File: config.mk
export PLATFORM = sky130hd
export DESIGN_NAME = mact_div
export DESIGN_NICKNAME = d
export VERILOG_FILES = /design/src/design/assert_macros.svh /design/src/design/mact_pkg.sv /design/src/design/mact_div.sv
export SDC_FILE = /design/constraint.sdc
export NUM_CORES = 1
export LEC_CHECK = 0
export ABC_AREA = 1
export BUFFER_PORTS_ARGS = -buffer_cell sky130_fd_sc_hd__buf_4
export CAP_MARGIN = 20
export CORE_MARGIN = 2
export CORE_UTILIZATION = 52
export DETAILED_ROUTE_END_ITERATION = 8
export PLACE_DENSITY = 0.77
export SYNTH_ARGS = -nofsm -noshare
export SYNTH_HDL_FRONTEND = slang
export SYNTH_SLANG_ARGS = --single-unit
File: constraint.sdc
create_clock -name clk -period 2.9 [get_ports clk]
set_input_delay 0.435 -clock clk [delete_from_list [all_inputs] [get_ports clk]]
set_output_delay 0.435 -clock clk [all_outputs]
set_load 0.05 [all_outputs]
File: src/design/assert_macros.svh
// assertion macros shared by the rtl files
// no dependencies; compiled out when SYNTHESIS is defined
`ifndef ASSERT_MACROS_SVH
`define ASSERT_MACROS_SVH
`ifndef SYNTHESIS
`define MACT_ASSERT_IMP(label, clk, rst, ante, cons, msg) \
  label: assert property (@(posedge clk) disable iff (rst) (ante) |-> (cons)) else $error(msg);
`define MACT_ASSERT_NXT(label, clk, rst, ante, cons, msg) \
  label: assert property (@(posedge clk) disable iff (rst) (ante) |=> (cons)) else $error(msg);
`else
`define MACT_ASSERT_IMP(label, clk, rst, ante, cons, msg)
`define MACT_ASSERT_NXT(label, clk, rst, ante, cons, msg)
`endif
`endif

File: src/design/mact_pkg.sv
// types, codes and helpers of the moving average crossover trader
// no dependencies
package mact_pkg;

  localparam logic [47:0] MASK48 = 48'hFFFF_FFFF_FFFF;

  typedef struct packed {
    logic [31:0] price;
    logic [11:0] year;
    logic [3:0]  month;
  } in_t;

  typedef struct packed {
    logic [47:0] portfolio_value;
    logic [1:0]  action;
    logic [15:0] trade_total;
    logic [47:0] invested_total;
    logic        holding;
    logic        averages_ready;
  } out_t;

  // action codes
  localparam logic [1:0] ACT_NONE = 2'd0;
  localparam logic [1:0] ACT_BUY  = 2'd1;
  localparam logic [1:0] ACT_SELL = 2'd2;

  // relation of short average to long average
  localparam logic [1:0] REL_EQUAL   = 2'd0;
  localparam logic [1:0] REL_LESS    = 2'd1;
  localparam logic [1:0] REL_GREATER = 2'd2;

  // configuration register indexes
  localparam logic [2:0] CFG_SHORT_WINDOW = 3'd0;
  localparam logic [2:0] CFG_LONG_WINDOW  = 3'd1;
  localparam logic [2:0] CFG_MONTHLY_CAP  = 3'd2;
  localparam logic [2:0] CFG_START_YEAR   = 3'd3;
  localparam logic [2:0] CFG_END_YEAR     = 3'd4;

  typedef enum logic [3:0] {
    ST_IDLE,
    ST_WRITE,
    ST_SUM,
    ST_CMP0,
    ST_CMP1,
    ST_CMP2,
    ST_CMP3,
    ST_CMP4,
    ST_DECIDE,
    ST_DIV,
    ST_VAL0,
    ST_VAL1,
    ST_VAL2,
    ST_DONE
  } state_t;

  // saturating 48 bit add
  function automatic logic [47:0] add48(input logic [47:0] a, input logic [47:0] b);
    logic [48:0] s;
    s = {1'b0, a} + {1'b0, b};
    return s[48] ? MASK48 : s[47:0];
  endfunction

endpackage

File: src/design/mact_div.sv
// bit-serial divider: floor(dividend * 2^32 / divisor), saturating to 64 bits
// depends on mact_pkg
module mact_div (
  input  logic        clk,
  input  logic        rst,
  input  logic        start,
  input  logic [47:0] dividend,
  input  logic [31:0] divisor,
  output logic        done,
  output logic [63:0] quotient
);
  import mact_pkg::*;

  logic        busy;
  logic [5:0]  cnt;
  logic [32:0] rem;
  logic [63:0] qsh;
  logic [31:0] dvs;
  logic [32:0] rem_shift;
  logic        qbit;

  // one quotient bit per cycle
  assign rem_shift = {rem[31:0], qsh[63]};
  assign qbit      = rem_shift >= {1'b0, dvs};
  assign quotient  = qsh;

  always_ff @(posedge clk) begin
    if (rst) begin
      busy <= 1'b0;
      done <= 1'b0;
    end else begin
      done <= 1'b0;
      if (start) begin
        // zero price or integer part too large saturates at once
        if (divisor == 32'd0 || {16'd0, dividend[47:32]} >= divisor) begin
          done <= 1'b1;
        end else begin
          busy <= 1'b1;
        end
      end else if (busy && cnt == 6'd63) begin
        busy <= 1'b0;
        done <= 1'b1;
      end
    end
  end

  // datapath
  always_ff @(posedge clk) begin
    if (start) begin
      dvs <= divisor;
      cnt <= 6'd0;
      rem <= {17'd0, dividend[47:32]};
      if (divisor == 32'd0 || {16'd0, dividend[47:32]} >= divisor) begin
        qsh <= '1;
      end else begin
        qsh <= {dividend[31:0], 32'd0};
      end
    end else if (busy) begin
      rem <= qbit ? (rem_shift - {1'b0, dvs}) : rem_shift;
      qsh <= {qsh[62:0], qbit};
      cnt <= cnt + 6'd1;
    end
  end

endmodule

Word-level counts from Yosys, hierarchy flattened
Cells that the tools add are included.
- eq/ne operators: 2
- reductions and logical operators: 6
- muxes and demuxes: 12
- $add $sub $neg: 2
- magnitude comparators: 2
- operators by type and width (cell ; number):
    two-way mux 64 bit ; 3
    greater-or-equal comparator 33 x 32 -> 1 bit ; 1
    greater-or-equal comparator 16 x 32 -> 1 bit ; 1
    logical NOT 32 bit ; 1
    two-way mux 16 bit ; 2
    two-way mux 32 bit ; 1
    subtractor 32 bit ; 1
    adder 6 x 1 -> 6 bit, second input constant ; 1
    equality test 6 bit, second input constant ; 1
    two-way mux 1 bit ; 6
    nonzero test 2 bit ; 2
    != test 2 bit, second input constant ; 1
    AND reduction 2 bit ; 1
    logical AND 1 bit ; 1
    logical OR 1 bit ; 1
- bits of input ports: 83
- register bits: 136
- output and inout port bits: 65

Logic depth before layout (Yosys ltp)
Gate-level depths: netlist of run 1.
- depth after elaboration: 4
- mapped depth: 17
- gate-level depth less buffers: 16

Worst setup path after synthesis of run 1
OpenSTA, ideal clock, no wires.
- path type: input-to-reg
- start: in start
- end: reg qsh[0] (netlist: quotient[0]), enable pin
- cell stages on the path: 4
- buffers on the path: 2
- path slack: -33 ps
- arrival: 2500 ps
- data required time: 2466 ps
- path through: buf_2 > nor2_1 > clkbuf_1 > inv_1
- longest elaborated chain between the ends: 1
- ends and longest elaborated chain (item ; RTL line ; source):
    from (decl) ; mact_div.sv:6 ; input logic start,
    nonzero test 2 bit (no source line) ; - ;
    to (signal assigned) ; mact_div.sv:56 ; qsh <= {dividend[31:0], 32'd0};
    to (signal assigned) ; mact_div.sv:60 ; qsh <= {qsh[62:0], qbit};
    to (decl) ; mact_div.sv:17 ; logic [63:0] qsh;
No other way between the ends.
A chain may end at the register's enable or synchronous reset.

Worst setup path in the final report of run 1
- start: reg rem[15]
- end: reg rem[14] (data pin)
- longest elaborated chain between the ends: 4
- ends and longest elaborated chain (item ; RTL line ; source):
    from (decl) ; mact_div.sv:16 ; logic [32:0] rem;
    from (signal assigned) ; mact_div.sv:52 ; rem <= {17'd0, dividend[47:32]};
    from (signal assigned) ; mact_div.sv:59 ; rem <= qbit ? (rem_shift - {1'b0, dvs}) : rem_shift;
    greater-or-equal comparator 33 x 32 -> 1 bit ; mact_div.sv:24 ; assign qbit = rem_shift >= {1'b0, dvs};
    two-way mux 32 bit ; mact_div.sv:59 ;
    two-way mux 16 bit ; mact_div.sv:58 ; end else if (busy) begin
    two-way mux 16 bit ; mact_div.sv:49 ; if (start) begin
No other way between the ends. The select of a mux whose other input is x is not followed.

==> results.toml, run 1 <==
[floorplan]
core_area_mm2 = 0.01658
die_x_um = 134.4
die-area_mm2 = 0.01805
die_y_um = 134.4
rows = 47
start_util_pct = 53.28
io_pins = 148

[critical_path]
end_kind = "flop"
reg2reg_depth = 14
max_stage_delay_ps = 440
worstSetupPathType = "reg2reg"
cp_common_cell = "nand2_1"
cp_top_family = "simple AND/OR/NAND/NOR gates"
path_buf_inv = 4
cp_cell_sequence = "ha_1 > nand2_1 > inv_1 > nand2_1 > nand2_1 > inv_1 > nand2_1 > inv_1 > nand2_2 > nand2_2 > buf_4 > nand3b_1 > nand3_1 > nand2_1"
path_max_fanout = 32
worstPathArrival_ps = 2740
crit_path_start_kind = "flop"
cp_num_cells = 14
crit_path_top_delay_cell = "edfxtp_1"
worstPathRequired_ps = 3090

[yosys]
syn-num-nets = 1333
yosys_register_bits = 136
async_flop_share_pct = 0
synth_top_cell_area_share_pct = 38.06
synth_common_cells = "nand2_1, inv_1, nor2_1, edfxtp_1, nand3_1"
ys_types = 36
synth_warnings = 0
synth.avg_cell_area_um2 = 7.363
yosys.area.top_type = "edfxtp_1"
synth-edff-count = 112
synth.area.top_cells = "edfxtp_1, nand2_1, inv_1, ha_1, nor2_1"
synth_area_mm2 = 0.008836
ys_seq_area_share_pct = 43.50
syn-instance-count = 1200
synthFlopType = "edfxtp_1"
yosysMostFrequentCell = "nand2_1"

[route]
wl_per_cell_um = 14.81
wl_um = 23400
vias = 7935
vias_per_cell = 5.022
final_antenna_net_count = 0
dr.pass1.iters = 9
drc = 0
drtIter0Drc = 513

[clock_tree]
postCtsHoldBufs = 0
cts_tree = "yes"
clkSinkCount = 136
clock_path_buffers = 2
cts_buffers = 17
clkTransAtPathRegs_ps = 80
post_cts_buffers = 0
ctsResizeCount = 0
cts_root_buffer = "clkbuf_16"
cts-htree-levels = 4
clock_latency_ps = 430

[timing]
tightest_slew_ps = 556.5
report.final.slew_viol_count = 0
final.setup.tns_ps = 0
fin_crit_ps = 2541
max_slew_margin_pct = 62.67
setup_viol = 0
skew_ps = 14.20
fmax_mhz = 393.5
rsz0062_at_grt = "false"
finalHoldViolCount = 0
finalCritPeriodShare_pct = 87.63

[placed_design]
place.detailed.hpwl_um = 17370
gp_congestion = 1.010
placed_cells = 1548
port_buffers = 147

[power_and_ir_drop]
combPwrFrac_pct = 23.1
leakagePower_nw = 5.699
ir_drop_uv = 461.7
cellPowerDensity_mw_per_mm2 = 565.9
p_clk_share_pct = 38.0
p_seq_share_pct = 38.9
p_int_w = 0.004097
p_switching_w = 0.001996
swShare_pct = 32.76

[run]
drv_cap = 0

[finish]
final_nets = 1480
n_antenna_cell = 0
fill_cells = 1422
final_cells = 1580
layout-drive-gt1-share_pct = 15.66
synthToLayoutAreaGrowth_pct = 21.86

[global_routing]
grt_max_degree = 81
grt_pass1_wl_um = 38150
grt-ovfl-total = 0
antenna_found_initial = 0
grt_pass1_vias = 7798
grt_usage_pct = 26.87

[hold_path]
hold_path_class = "in2reg"
holdPathStages = 2

[status]
status = "complete, no violations"
## cells in the final DEF, fill, tap and decap left out, types with 4 or more instances in the layout
cell / count
nand4_1: 13
nand2_2: 7
inv_1: 199
a21oi_1: 28
nor3_1: 11
nand2_1: 432
ha_1: 49
o21ai_0: 4
clkbuf_16: 17
inv_6: 4
nand3_1: 72
nand3b_1: 24
and2_1: 4
nand3_2: 6
inv_8: 4
o21bai_1: 4
nor4_1: 10
dfxtp_1: 24
edfxtp_1: 112
nor2_1: 140
buf_4: 156
xnor2_1: 13
## registers in the layout (all words and copies together) (netlist names)
name,count
rem,32
done,1
dvs,32
busy,1
quotient,64
cnt,6
## worst register-to-register path: stages (launching register included)
cell and delay (ps):
edfxtp_1 440, ha_1 430, nand2_1 170, inv_1 50
nand2_1 60, nand2_1 70, inv_1 60, nand2_1 80
inv_1 90, nand2_2 70, nand2_2 90, buf_4 350
nand3b_1 190, nand3_1 110, nand2_1 50
## layer usage
layer	part of all wire (%)	up-vias	wire [um]	GRT usage [%]
met3	8.1	49	1890	7.634
met1	43	3558	10150	34.73
met5	0	-	0	0
met2	46	266	10730	43.28
li1	-	4062	-	-
met4	2.7	0	626	9.532
## power groups by stage
stage	Clock [W]	Combinational [W]	Sequential, W
after floorplan	0	0.000674	0.00268
after global placement	0	0.00138	0.00240
after detailed placement	0	0.00139	0.00240
after CTS	0.00234	0.00140	0.00237
after global routing	0.00241	0.00155	0.00238
final	0.00232	0.00141	0.00237
## kinds of logic (layout without fill, tap and decap cells)
logic type               count (synthesis)  count (layout)  share of synthesized area (%)
XOR/XNOR                                14              14                          1.388
buffers and inverters                  232             392                          10.39
AO/OA/AOI/OAI                           39              39                          2.407
adder cells (fa/ha/maj)                 50              50                          7.165
AND/OR/NAND/NOR                        729             729                          35.15
flip-flops                             136             136                          43.50
## path summary, 6_finish.rpt
kind                               from      end  slack (ps)
worst min register to register  rem[21]  rem[21]         470
worst max-delay path            rem[15]  rem[14]         360
worst max register to register  rem[15]  rem[14]         360
worst min-delay path                rst     done         160
## area by class of cell
cell class | instances | area (um2) | share of cell area (%)
Clock buffer | 18 | 439.2 | 4.079
Clock inverter | 14 | 178.9 | 1.662
Inverter | 203 | 765.7 | 7.111
Multi-Input combinational cell | 832 | 4074 | 37.83
Sequential cell | 136 | 3844 | 35.70
Tap cell | 220 | 275.3 | 2.556
Timing Repair Buffer | 157 | 1191 | 11.06
## through the flow
step                      worst slack (ps)  power (W)  utilization, %  hold WS, ps  cell area (um2)
after CTS                            425.9   0.006109           64.93        148.2            10770
after floorplan                      146.5   0.003352               -        440.1             8841
after global placement               390.2   0.003785           61.20        453.1            10150
after detailed placement             424.2   0.003798           61.20        455.7            10150
after global routing                 174.3   0.006337           64.93        169.8            10770
final                                358.7   0.006093           64.93        162.2            10770
Note: power is estimated with default switching activity, not from simulation.
==> run 2: changes to the inputs <==
- CAP_MARGIN: 20 -> 0
- CORE_ASPECT_RATIO: default -> 0.5
==> results.toml, run 2 (synthesis gave the netlist of run 1 again) <==
[finish]
n_antenna_cell = 0
final_common_cell = "nand2_1"
layout-drive-gt1-share_pct = 15.51
final_nets = 1480
final_cells = 1587
synthToLayoutAreaGrowth_pct = 20.97
largest_reg_flops = 64
most-common-layout-cells = "nand2_1, inv_1, buf_4"

[critical_path]
reg2reg_from = "dvs[28]"
rrSetupSlack_ps = 220
worstPathRequired_ps = 3050
reg2reg_depth = 11
max_stage_delay_ps = 420
path_buf_inv = 2
cp_num_cells = 11
end_kind = "flop"
path_max_fanout = 17
worstSetupPathType = "reg2reg"
worstPathArrival_ps = 2830
crit_end = "rem[0]"
cp_cell_sequence = "inv_1 > ha_1 > a21oi_1 > nand2_1 > a21oi_1 > nand2_1 > nor2_4 > buf_4 > nand3_1 > nand3_1 > o21ai_0"
reg2reg_to = "rem[0]"
cp_top_family = "simple AND/OR/NAND/NOR gates"
critPathLaunch = "dvs[28]"
crit_path_start_kind = "flop"
crit_path_top_delay_cell = "nor2_4"

[floorplan]
io_pins = 148
die-area_mm2 = 0.01811
start_util_pct = 53.50
die_y_um = 96.18
die_x_um = 188.4
core_area_mm2 = 0.01652
rows = 33

[clock_tree]
clkSinkCount = 136
clock_latency_ps = 430
postCtsHoldBufs = 0
cts-htree-levels = 4
clock_path_buffers = 2
cts_tree = "yes"
cts_buffers = 17
clkTransAtPathRegs_ps = 70
cts_root_buffer = "clkbuf_16"
ctsResizeCount = 0
post_cts_buffers = 0

[timing]
fin_crit_ps = 2677
report.final.slew_viol_count = 0
rsz0062_at_grt = "false"
fmax_mhz = 373.6
setup_viol = 0
finalCritPeriodShare_pct = 92.30
fin_hold_ws_ps = 179.3
finalHoldViolCount = 0
max_slew_margin_pct = 52.88
tightest_slew_ps = 706.8
final.setup.tns_ps = 0
skew_ps = 17.71

[route]
wl_um = 24220
dr.pass1.iters = 6
final_antenna_net_count = 0
vias_per_cell = 5.127
drtIter0Drc = 578
wl_per_cell_um = 15.26
drc = 0
vias = 8137

[power_and_ir_drop]
ir_drop_uv = 463.2
p_int_w = 0.003875
p_clk_share_pct = 35.3
p_switching_w = 0.001967
swShare_pct = 33.67
leakagePower_nw = 5.637
p_seq_share_pct = 40.6
combPwrFrac_pct = 24.0
cellPowerDensity_mw_per_mm2 = 546.5

[status]
status = "complete, no violations"

[placed_design]
place.detailed.hpwl_um = 18110
gp_congestion = 1.027
port_buffers = 147
placed_cells = 1555

[global_routing]
grt-ovfl-total = 0
grt_max_degree = 55
antenna_found_initial = 0
grt_usage_pct = 27.28
grt_pass1_wl_um = 38290
grt_pass1_vias = 7839

[run]
drv_cap = 0

[hold_path]
hold_path_class = "in2reg"
[run 2: cell types whose count changed in the layout (fill, tap and decap cells not counted), moves of 2 or more]
cell | previous run | this run
inv_6 | 4 | 6
clkinvlp_4 | 1 | 6
inv_8 | 4 | 1
bufinv_16 | 2 | 0
[run 2: layer usage]
layer | share of wire (%) | vias up | track usage, %
met4 | 1.5 | 0 | 7.552
met5 | 0 | - | 0
met1 | 43 | 3730 | 33.56
met3 | 8.3 | 35 | 7.328
met2 | 47 | 308 | 48.09
li1 | - | 4064 | -
[run 2: how the worst min path moves through the flow]
stage	from	endpoint	slack (ps)	cells past startpoint
finish	rst	busy	180	2
global placement	cnt[5]	cnt[5]	450	2
detailed placement	rem[23]	rem[23]	460	2
floorplan	cnt[5]	cnt[5]	440	2
global route	rst	busy	180	2
CTS	rst	busy	170	2
[run 2: power groups by stage]
stage | clock network (W) | registers (W) | logic [W]
2_1_floorplan | 0 | 0.00268 | 0.000674
3_3_place_gp | 0 | 0.00241 | 0.00137
3_5_place_dp | 0 | 0.00241 | 0.00139
4_1_cts | 0.00209 | 0.00237 | 0.00140
5_1_grt | 0.00217 | 0.00239 | 0.00153
6_report | 0.00206 | 0.00237 | 0.00140
[run 2: worst reg2reg max path, delay by kind of cell (launching register included)]
family / cells / cell delay, ps
AOI/OAI and AO/OA: 3 / 500
DFF: 1 / 320
buffers and inverters: 2 / 390
and+or+nand+nor: 5 / 870
adders and majority gates: 1 / 340
[run 2: per-stage QoR]
stage / cell area [um2] / util (%) / worst slack, ps / total power [W]
2_1_floorplan: 8841 / - / 146.5 / 0.003352
3_3_place_gp: 10150 / 61.43 / 356.5 / 0.003776
3_5_place_dp: 10150 / 61.43 / 300.6 / 0.003802
4_1_cts: 10690 / 64.72 / 272.5 / 0.005867
5_1_grt: 10690 / 64.72 / 57.00 / 0.006091
6_report: 10690 / 64.72 / 223.3 / 0.005842
[run 2: layout make-up]
cell class,instances,area [um2]
repair buffers,157,1179
inverters,203,765.7
fillers,1460,5827
multi-input cells,832,4074
clock inverters,14,113.9
flip-flops and latches,136,3844
well taps,227,284.0
clock buffers,18,429.2
